==> src/ttrr_pkg.sv <==
// Types and constants of the round-robin thread scheduler.
// No dependencies.
package ttrr_pkg;

  localparam int SLOTS    = 32;
  localparam int MUTEXES  = 4;
  localparam int SLOT_W   = $clog2(SLOTS);
  localparam int CNT_W    = $clog2(SLOTS + 1);
  localparam int MTX_W    = 2;
  localparam int FIFO_AW  = $clog2(MUTEXES) + SLOT_W;
  localparam logic [5:0] NO_SLOT = 6'h3f;

  typedef enum logic [2:0] {
    FN_SCHED   = 3'd0,
    FN_CREATE  = 3'd1,
    FN_EXIT    = 3'd2,
    FN_JOIN    = 3'd3,
    FN_LOCK    = 3'd4,
    FN_TRYLOCK = 3'd5,
    FN_UNLOCK  = 3'd6,
    FN_INIT    = 3'd7
  } func_e;

  typedef enum logic [2:0] {
    ST_OK        = 3'd0,
    ST_BLOCKED   = 3'd1,
    ST_NO_SLOT   = 3'd2,
    ST_NO_THREAD = 3'd3,
    ST_BUSY      = 3'd4,
    ST_NOT_OWNER = 3'd5
  } status_e;

  typedef enum logic {
    PH_IDLE,
    PH_EXEC
  } phase_e;

  typedef struct packed {
    func_e       func;
    logic [5:0]  target_id;
    logic [1:0]  mutex_id;
  } req_t;

  typedef struct packed {
    status_e     status;
    logic [4:0]  thread_id;
    logic        switched;
    logic [4:0]  prev_id;
  } res_t;

endpackage

==> src/thread_table_round_robin_scheduler_top.sv <==
// The accepting edge registers the request and the memory reads; busy is high
// for the one cycle in which the read-modify-write runs, then valid_o strobes
// with the registered result. No new item is taken while busy. The memory read
// of the join waiter and of the waiter FIFO head is why the reads come first. The receiver cannot stall.
// Reset (async, rst_ni low): slot 0 running, others free, all mutexes free,
// all join waiters none, FIFOs empty. No clearing pass.
module thread_table_round_robin_scheduler_top
  import ttrr_pkg::*;
(
  input  logic clk_i,
  input  logic rst_ni,
  input  logic start,
  output logic busy,
  input  req_t req_i,
  output logic valid_o,
  output res_t result_o
);

  // Slot state held as class vectors; a runnable slot is running when it is
  // the current one and ready otherwise. Free means no class bit set.
  logic [SLOTS-1:0] run_q, run_d, blk_q, blk_d, zom_q, zom_d;
  logic [SLOT_W-1:0] cur_q, cur_d;

  // Join waiters: memory plus a valid bit per slot (invalid reads as none).
  logic [5:0]       jw_mem [SLOTS];
  logic [SLOTS-1:0] jw_vld_q, jw_vld_d;
  logic [5:0]       jw_rd_q;
  logic             jw_we;
  logic [SLOT_W-1:0] jw_waddr;
  logic [5:0]       jw_wdata;

  // Mutex waiter FIFOs: one memory, circular per mutex (head + count).
  logic [SLOT_W-1:0] fifo_mem [MUTEXES*SLOTS];
  logic [SLOT_W-1:0] fifo_rd_q;
  logic              fifo_we;
  logic [FIFO_AW-1:0] fifo_waddr;

  logic [MUTEXES-1:0] lck_q, lck_d;
  logic [5:0]         own_q [MUTEXES];
  logic [5:0]         own_d [MUTEXES];
  logic [SLOT_W-1:0]  head_q [MUTEXES];
  logic [SLOT_W-1:0]  head_d [MUTEXES];
  logic [CNT_W-1:0]   cnt_q [MUTEXES];
  logic [CNT_W-1:0]   cnt_d [MUTEXES];

  phase_e ph_q, ph_d;
  req_t   req_q;
  res_t   res_q, res_d;
  logic   valid_q;
  logic   accept;

  assign accept   = start && !busy;
  assign busy     = (ph_q == PH_EXEC);
  assign valid_o  = valid_q;
  assign result_o = res_q;

  // Sequencer: IDLE takes an item and issues reads, EXEC updates state.
  always_comb begin
    ph_d = ph_q;
    unique case (ph_q)
      PH_IDLE: if (accept) ph_d = PH_EXEC;
      PH_EXEC: ph_d = PH_IDLE;
      default: ph_d = PH_IDLE;
    endcase
  end

  always_ff @(posedge clk_i or negedge rst_ni) begin
    if (!rst_ni) begin
      ph_q    <= PH_IDLE;
      valid_q <= 1'b0;
    end else begin
      ph_q    <= ph_d;
      valid_q <= (ph_q == PH_EXEC);
    end
  end

  // Read stage: request capture and memory reads at the accepting edge.
  // Writes only land in EXEC; in IDLE the execute logic sees a stale request.
  always_ff @(posedge clk_i) begin
    if (accept) begin
      req_q     <= req_i;
      jw_rd_q   <= jw_mem[cur_q];
      fifo_rd_q <= fifo_mem[{req_i.mutex_id[$clog2(MUTEXES)-1:0],
                             head_q[req_i.mutex_id[$clog2(MUTEXES)-1:0]]}];
    end
    if (jw_we && ph_q == PH_EXEC) jw_mem[jw_waddr] <= jw_wdata;
    if (fifo_we && ph_q == PH_EXEC) fifo_mem[fifo_waddr] <= cur_q;
    if (ph_q == PH_EXEC) res_q <= res_d;
  end

  // Execute stage.
  always_comb begin
    logic [$clog2(MUTEXES)-1:0] m;
    logic [5:0]  jw;
    logic [5:0]  tgt;
    logic        do_sched;
    logic        created;
    logic        found;
    logic [SLOT_W-1:0] new_slot;
    logic [SLOT_W-1:0] pick;
    logic [SLOT_W:0]   sum;
    logic [SLOTS-1:0]  free_v;
    status_e     st;

    m        = req_q.mutex_id[$clog2(MUTEXES)-1:0];
    tgt      = req_q.target_id;
    jw       = jw_vld_q[cur_q] ? jw_rd_q : NO_SLOT;
    run_d    = run_q;
    blk_d    = blk_q;
    zom_d    = zom_q;
    jw_vld_d = jw_vld_q;
    lck_d    = lck_q;
    own_d    = own_q;
    head_d   = head_q;
    cnt_d    = cnt_q;
    jw_we    = 1'b0;
    jw_waddr = cur_q;
    jw_wdata = NO_SLOT;
    fifo_we  = 1'b0;
    sum      = {1'b0, head_q[m]} + cnt_q[m][SLOT_W:0];
    fifo_waddr = {m, (sum >= (SLOT_W+1)'(SLOTS)) ? sum[SLOT_W-1:0] - SLOT_W'(SLOTS)
                                                 : sum[SLOT_W-1:0]};
    do_sched = 1'b0;
    created  = 1'b0;
    new_slot = '0;
    found    = 1'b0;
    pick     = cur_q;
    st       = ST_OK;
    free_v   = ~(run_q | blk_q | zom_q);

    if (int'(req_q.func) >= int'(FN_LOCK) && int'(req_q.mutex_id) >= MUTEXES) begin
      st = ST_BUSY;
    end else begin
      case (req_q.func)
        FN_SCHED: do_sched = 1'b1;
        FN_CREATE: begin
          st = ST_NO_SLOT;
          for (int i = SLOTS-1; i >= 1; i--) begin
            if (free_v[i]) begin
              new_slot = SLOT_W'(i);
              created  = 1'b1;
            end
          end
          if (created) begin
            st               = ST_OK;
            run_d[new_slot]  = 1'b1;
            jw_vld_d[new_slot] = 1'b1;
            jw_we            = 1'b1;
            jw_waddr         = new_slot;
            jw_wdata         = NO_SLOT;
          end
        end
        FN_EXIT: begin
          run_d[cur_q] = 1'b0;
          blk_d[cur_q] = 1'b0;
          zom_d[cur_q] = 1'b1;
          if (int'(jw) < SLOTS && blk_d[jw[SLOT_W-1:0]]) begin
            blk_d[jw[SLOT_W-1:0]] = 1'b0;
            run_d[jw[SLOT_W-1:0]] = 1'b1;
          end
          do_sched = 1'b1;
        end
        FN_JOIN: begin
          if (int'(tgt) >= SLOTS || free_v[tgt[SLOT_W-1:0]]) begin
            st = ST_NO_THREAD;
          end else begin
            jw_we    = 1'b1;
            jw_waddr = tgt[SLOT_W-1:0];
            jw_wdata = 6'(cur_q);
            jw_vld_d[tgt[SLOT_W-1:0]] = 1'b1;
            if (zom_q[tgt[SLOT_W-1:0]]) begin
              zom_d[tgt[SLOT_W-1:0]] = 1'b0;
            end else begin
              run_d[cur_q] = 1'b0;
              zom_d[cur_q] = 1'b0;
              blk_d[cur_q] = 1'b1;
              st           = ST_BLOCKED;
              do_sched     = 1'b1;
            end
          end
        end
        FN_LOCK: begin
          if (!lck_q[m]) begin
            lck_d[m] = 1'b1;
            own_d[m] = 6'(cur_q);
          end else begin
            if (int'(cnt_q[m]) < SLOTS) begin
              fifo_we  = 1'b1;
              cnt_d[m] = cnt_q[m] + 1'b1;
            end
            run_d[cur_q] = 1'b0;
            zom_d[cur_q] = 1'b0;
            blk_d[cur_q] = 1'b1;
            st           = ST_BLOCKED;
            do_sched     = 1'b1;
          end
        end
        FN_TRYLOCK: begin
          if (lck_q[m]) begin
            st = ST_BUSY;
          end else begin
            lck_d[m] = 1'b1;
            own_d[m] = 6'(cur_q);
          end
        end
        FN_UNLOCK: begin
          if (!lck_q[m] || own_q[m] != 6'(cur_q)) begin
            st = ST_NOT_OWNER;
          end else begin
            lck_d[m] = 1'b0;
            own_d[m] = NO_SLOT;
            if (cnt_q[m] != '0) begin
              cnt_d[m]  = cnt_q[m] - 1'b1;
              head_d[m] = (int'(head_q[m]) == SLOTS-1) ? '0 : head_q[m] + 1'b1;
              if (blk_q[fifo_rd_q]) begin
                blk_d[fifo_rd_q] = 1'b0;
                run_d[fifo_rd_q] = 1'b1;
              end
            end
          end
        end
        default: begin // mutex init
          lck_d[m] = 1'b0;
          own_d[m] = NO_SLOT;
          cnt_d[m] = '0;
        end
      endcase
    end

    // Round-robin pick from the slot after the current one; the nearest wins.
    for (int k = SLOTS; k >= 1; k--) begin
      logic [SLOT_W:0] ix;
      ix = {1'b0, cur_q} + (SLOT_W+1)'(k);
      if (ix >= (SLOT_W+1)'(SLOTS)) ix = ix - (SLOT_W+1)'(SLOTS);
      if (run_d[ix[SLOT_W-1:0]]) begin
        pick  = ix[SLOT_W-1:0];
        found = 1'b1;
      end
    end
    cur_d = (do_sched && found) ? pick : cur_q;

    res_d.status    = st;
    res_d.thread_id = 5'(created ? new_slot : cur_d);
    res_d.switched  = (cur_d != cur_q);
    res_d.prev_id   = 5'(cur_q);
  end

  always_ff @(posedge clk_i or negedge rst_ni) begin
    if (!rst_ni) begin
      run_q    <= SLOTS'(1);
      blk_q    <= '0;
      zom_q    <= '0;
      cur_q    <= '0;
      jw_vld_q <= '0;
      lck_q    <= '0;
      for (int i = 0; i < MUTEXES; i++) begin
        own_q[i]  <= NO_SLOT;
        head_q[i] <= '0;
        cnt_q[i]  <= '0;
      end
    end else if (ph_q == PH_EXEC) begin
      run_q    <= run_d;
      blk_q    <= blk_d;
      zom_q    <= zom_d;
      cur_q    <= cur_d;
      jw_vld_q <= jw_vld_d;
      lck_q    <= lck_d;
      own_q    <= own_d;
      head_q   <= head_d;
      cnt_q    <= cnt_d;
    end
  end

endmodule

==> config.mk <==
export PLATFORM = sky130hd
export DESIGN_NAME = thread_table_round_robin_scheduler_top
export DESIGN_NICKNAME = d
export VERILOG_FILES = /design/src/ttrr_pkg.sv /design/src/thread_table_round_robin_scheduler_top.sv
export SDC_FILE = /design/constraint.sdc
export NUM_CORES = 2
export LEC_CHECK = 0
export ABC_AREA = 0
export BUFFER_PORTS_ARGS = -buffer_cell sky130_fd_sc_hd__buf_4
export CAP_MARGIN = 10
export CELL_PAD_IN_SITES_DETAIL_PLACEMENT = 1
export CELL_PAD_IN_SITES_GLOBAL_PLACEMENT = 1
export CORE_MARGIN = 2
export CORE_UTILIZATION = 40
export DETAILED_ROUTE_END_ITERATION = 8
export GPL_ROUTABILITY_DRIVEN = 0
export PLACE_DENSITY_LB_ADDON = 0.1
export SYNTH_ARGS = -nofsm -noshare
export SYNTH_HDL_FRONTEND = slang
export SYNTH_SLANG_ARGS = --single-unit
==> constraint.sdc <==
create_clock -name clk_i -period 23.4 [get_ports clk_i]
set_clock_uncertainty 0.2 [all_clocks]
set_input_delay 4.68 -clock clk_i [delete_from_list [all_inputs] [get_ports clk_i]]
set_output_delay 4.68 -clock clk_i [all_outputs]
set_load 0.01 [all_outputs]
# ---- Word level (Yosys, flattened, before mapping)
# Memory sizes are Yosys's and may differ from the RTL's. A register that Yosys moved wholly into a read port is not among the register bits.
# Index checks and enable logic that the tools add are counted.
dict set report word_totals {
  ramBits 832
  n_memories 2
  regBits 232
  latchBits 0
  mem_bits_ro 0
  out_inout_bits 16
}
# name depth width read_ports rd_ports_with_merged_regs wr line_no
set memory_table {}
lappend memory_table {fifo_mem 128 5 1 1 1 thread_table_round_robin_scheduler_top.sv:33} ;# logic [SLOT_W-1:0] fifo_mem [MUTEXES*SLOTS];
lappend memory_table {jw_mem 32 6 1 1 1 thread_table_round_robin_scheduler_top.sv:25} ;# logic [5:0] jw_mem [SLOTS];
dict set report op_classes {
  n_lt_le_gt_ge 82
  n_addsub 68
  eq_ne 18
  n_reduce_logical 31
  multipliers 0
  n_div 0
  muxes 337
  shifts 0
  n_bitwise 32
}
# op n
set op_table {}
lappend op_table {{32-bit 2-to-1 mux} 20}
lappend op_table {{5-bit 2-to-1 mux} 107}
lappend op_table {{32-bit bitwise OR} 9}
lappend op_table {{5-bit by 6-bit < comparator with 1-bit output, second input constant} 37}
lappend op_table {{6-bit >= comparator, second input constant} 33}
lappend op_table {{32-bit AND} 6}
lappend op_table {{1-bit binary-select mux with 5-bit select} 37}
lappend op_table {{32-bit inverter} 5}
lappend op_table {{32-bit case mux with 5 select lines} 1}
lappend op_table {{5-bit by 1-bit subtractor with 5-bit output, second input constant} 32}
lappend op_table {{24-bit 2-to-1 mux} 6}
lappend op_table {{24-bit case mux with 3 select lines} 2}
lappend op_table {{32-bit case mux with 4 select lines} 1}
lappend op_table {{1-bit 2-to-1 mux} 124}
lappend op_table {{5-bit by 5-bit adder with 6-bit output, second input constant} 16}
lappend op_table {{32-bit case mux with 3 select lines} 1}
lappend op_table {{24-bit bitwise mux} 3}
lappend op_table {{32-bit case mux with 2 select lines} 1}
lappend op_table {{5-bit by 4-bit adder with 6-bit output, second input constant} 8}
lappend op_table {{6-bit 2-to-1 mux} 8}
lappend op_table {{1-bit demux with 5-bit select} 5}
lappend op_table {{5-bit by 1-bit >= comparator with 1-bit output, second input constant} 5}
lappend op_table {{5-bit by 3-bit adder with 6-bit output, second input constant} 4}
lappend op_table {{24-bit AND} 1}
lappend op_table {{other kinds (55)} 96}

# ---- Logic depth before layout (Yosys ltp)
dict set report logic_depth {
  depth_word 79
  ltp_mapped 29
  depth_no_buf 22
}

# ---- Worst setup path before layout
# No wires, ideal clock.
dict set report synth_timing {
  path_type {register to register}
  start {reg cur_q[3]}
  end {reg res_q, in the netlist result_o[5], data pin}
  t_required_ps 22941
  arrival_time_ps 8265
  slack_ps 14676
  setup_time_ps 259
  path_stages_with_launch 27
  path_cell_list {dfrtp_1 > buf_2 > inv_1 > clkbuf_1 > clkbuf_1 > buf_1 > ha_1 > clkbuf_1 > and3_1 > o32ai_1 > o22ai_1 > or2_2 > and3_1 > buf_1 > o31ai_1 > o211ai_1 > mux4_2 > mux4_2 > or2_1 > o2111a_1 > o311a_1 > a2111oi_0 > nand2_1 > a21o_1 > xnor2_1 > o41a_1 > a211o_1}
}
# element line_no
set synth_rtl {}
lappend synth_rtl {{start, declared} thread_table_round_robin_scheduler_top.sv:22} ;# logic [SLOT_W-1:0] cur_q, cur_d;
lappend synth_rtl {{start signal, assigned} thread_table_round_robin_scheduler_top.sv:265} ;# cur_q <= cur_d;
lappend synth_rtl {{end signal, assigned} thread_table_round_robin_scheduler_top.sv:88} ;# if (ph_q == PH_EXEC) res_q <= res_d;
lappend synth_rtl {{end, declared} thread_table_round_robin_scheduler_top.sv:48} ;# res_t res_q, res_d;

==> flow_metrics.tcl <==
set metrics [dict create \
    start_util_pct 40.3 \
    ioPinCount 30 \
    ir_worst_vdd_v 0.000109 \
    synth_top_cell_area_share_pct 45.6 \
    grt_antenna_before_repair 6 \
    synth_top_family_by_area "compound AO/OA/AOI/OAI gates" \
    period_minus_slack_ns 9.27 \
    setup_ws_ns 14.13 \
    holdPathStages 1 \
    postSynthAreaPerCell_um2 12.3 \
    drc 0 \
    period_share_pct 39.6 \
    numPlacedInstances 6391 \
    ys_types 123 \
    worstHoldPathType "flop to flop" \
    avgRoutedWirePerCell_um 33.8 \
    ctsResizeCount 0 \
    setup_tns_ns 0 \
    die_y_um 382 \
    num_rows 138 \
    cts_tree "done" \
    ctsHtreeMaxLevel 3 \
    cp-startpoint "cur_q[0]$_DFFE_PN0P_" \
    cts_sinks 1075 \
    vias 43900 \
    ant_nets 0 \
    worst_slew_pin_slew_ns 1.34 \
    grt-ovfl-total 0 \
    dr.pass1.iters 8 \
    netlist_area_um2 57200 \
    fp.dieW_um 382 \
    clk-insertion-delay-late_ns 0.77 \
    ys_warn_count 0 \
    synth-seq-area-share_pct 54.7 \
    total_power_mw 8.43 \
    clk_pin_slew_ns 0.06 \
    r2r_start "cur_q[0]$_DFFE_PN0P_" \
    areaGrowthSynthToFinish_pct 11.2 \
    synth_mux_area_share_pct 13.4 \
    grt_pass1_wl_mm 325 \
    syn_inst 4649 \
    ys.flop_type "edfxtp_1" \
    synth_top_area_cell "edfxtp_1" \
    cts_made_buffers 116 \
    critPathCapture "result_o[5]$_DFFE_PP_" \
    maxCapViolations 0 \
    fmax_mhz 108 \
    crit_type "flop to flop" \
    grt_use_total_pct 30.3 \
    reg2reg_depth 21 \
    critPathArrivalTime_ns 9.52 \
    via_per_inst 6.63 \
    instances_no_fill 6614 \
    regToRegEndpoint "result_o[5]$_DFFE_PP_" \
    drive_above_1_share_pct 17.4 \
    grt_pass1_vias 44500 \
    core-area_um2 142000 \
    io_buffers 29 \
    async_flop_share_pct 19.3 \
    outcome "finished clean" \
    setup_viol 0 \
    synth_edf_count 868 \
    ys_ff_latch 1075 \
    post_cts_buffers 0 \
    hold_viol_final 0 \
    grt_max_degree 171 \
    cts_max_path_buffers 3 \
    cellLeakagePower_nw 20.7 \
    worstSetupEndpointType "flop" \
    powerDensity_nw_per_um2 133 \
    netlist_top_cells_area "edfxtp_1 46%, mux4_2 11%, dfrtp_1 8.0%" \
    final-max-slew-violation-count 0 \
    synth_adder_area_share_pct 0.604 \
    synth_xor_area_share_pct 1.01 \
    dieArea_um2 146000 \
    synth_compound_area_share_pct 15.2 \
    rsz0062_at_grt "no" \
    syn_nets 4690 \
    worst-r2r-setup-slack_ns 14.13 \
    drt_iter0_drc 4821 \
    hold_buffers 0 \
    nets 4660 \
    slew_headroom_pct 10.4 \
    synthSimpleGateAreaFrac_pct 12.6 \
    cts_root_buf "clkbuf_16" \
    post-place-ws_ns 13.16 \
    wl_mm 223 \
    start_kind "flop" \
    crit_required_ns 23.65 \
    dp_hpwl_mm 155 \
    critPathMaxFanout 31 \
]
==> metrics by stage <==
| step | util [%] | hold slack, ns | area (µm²) |
|---|---|---|---|
| final | 44.9 | 0.255 | 63600 |
| after floorplan | - | 0.227 | 57200 |
| after global placement | 42.1 | 0.237 | 59600 |
| after CTS | 44.8 | 0.259 | 63600 |
| after detailed placement | 42.1 | 0.246 | 59600 |
| after global routing | 44.8 | 0.274 | 63600 |
==> cells in the final DEF (no fill, tap or decap), types with 25 or more instances in the layout <==
cell type / netlist / layout
clkbuf_16: 0 / 118
dfstp_2: 25 / 25
nor4_1: 41 / 41
or3_1: 37 / 37
and2_1: 40 / 39
dfrtp_1: 182 / 176
a22oi_1: 27 / 27
nor2b_1: 82 / 80
mux4_2: 271 / 268
buf_4: 7 / 161
mux2i_1: 82 / 82
nand4_1: 44 / 44
a31oi_1: 59 / 59
nand2b_1: 35 / 35
a21oi_1: 310 / 310
clkinv_1: 3 / 26
and3_1: 40 / 40
xnor2_1: 54 / 51
ha_1: 26 / 25
a21o_1: 42 / 42
nor2_1: 476 / 473
mux2_2: 63 / 63
nor3_1: 121 / 117
nand2_1: 287 / 287
o211ai_1: 60 / 60
or2_2: 32 / 32
edfxtp_1: 868 / 868
nand3_1: 120 / 120
o22ai_1: 39 / 39
o21ai_0: 210 / 209
inv_1: 36 / 35
a211oi_1: 100 / 100
o31ai_1: 50 / 49
==> how the worst min path moves through the flow <==
stage | from | end
after global placement | jw_vld_q[23]$_DFFE_PN0P_ | jw_vld_q[23]$_DFFE_PN0P_
after global routing | jw_vld_q[21]$_DFFE_PN0P_ | jw_vld_q[21]$_DFFE_PN0P_
after detailed placement | jw_vld_q[24]$_DFFE_PN0P_ | jw_vld_q[24]$_DFFE_PN0P_
final | jw_vld_q[24]$_DFFE_PN0P_ | jw_vld_q[24]$_DFFE_PN0P_
after CTS | jw_vld_q[21]$_DFFE_PN0P_ | jw_vld_q[21]$_DFFE_PN0P_
after floorplan | jw_vld_q[0]$_DFFE_PN0P_ | jw_vld_q[0]$_DFFE_PN0P_
==> cells in the mapped netlist (all sizes together), types with 37 or more instances <==
master  count
a211oi    104
a21o       42
a21oi     312
a31oi      61
and2       40
and3       40
buf        89
clkbuf    225
dfrtp     182
edfxtp    868
mux2       64
mux2i      82
mux4      271
nand2     288
nand3     122
nand4      44
nor2      478
nor2b      82
nor3      128
nor4       43
o211ai     61
o21ai     220
o22ai      39
o31ai      50
or3        37
xnor2      54
==> worst max-delay path, stage by stage (launching register included) <==
cell       delay, ns
dfrtp_4         0.73
inv_1           0.26
buf_4           0.33
ha_1            0.67
and3_1          0.46
o221ai_1        0.36
a21oi_1         0.27
a2111oi_0       0.45
nand3_1         0.36
o31ai_1         0.95
o211ai_1        0.29
mux4_2          0.58
mux2i_1         0.42
mux4_2          0.49
nor3_1          0.07
o21ai_1         0.13
and4bb_1        0.27
or4b_1          0.46
a211oi_2        0.38
nor3_1          0.09
o41a_1          0.41
a211o_1         0.27
==> flip-flops by register name (all words and copies together), names as in the netlist, 24 cells and up, named ones only <==
register and count:
cnt_q 24, zom_q 32, run_q 32, own_q 24
blk_q 32, fifo_mem 640, jw_mem 192, jw_vld_q 32
==> routing by layer <==
metal  part of all wire, %  wire length, µm  track usage, %  vias up
met5                 0.013               29               0        -
met4                   6.3            14000            15.9        4
met3                   7.1            15900            5.16      725
met2                    46           103000            48.1     2193
met1                    41            90800            40.0    22500
li1                      -                -               -    18400
==> kinds of logic after synthesis <==
family	after synthesis
xor+xnor	66
fa+ha+maj	27
mux	417
compound gates	1249
flops	1075
buf+inv	353
simple gates	1462
==> cell type report <==
| type | count | area [µm²] |
|---|---|---|
| multi-input cells | 3221 | 24500 |
| clock buffers | 146 | 3110 |
| flip-flops and latches | 1075 | 31300 |
| well taps | 1890 | 2360 |
| fillers | 14600 | 78200 |
| clock inverters | 73 | 821 |
| diodes | 4 | 10.0 |
| repair buffers | 166 | 1300 |
| inverters | 39 | 146 |
==> power breakdown <==
part / leakage (nW) / switching (mW) / internal, mW
Combinational: 8.39 / 2.87 / 1.21
Clock: 1.89 / 0.800 / 1.09
Sequential: 10.4 / 0.154 / 2.31
Power figures use the tool's default switching activity.
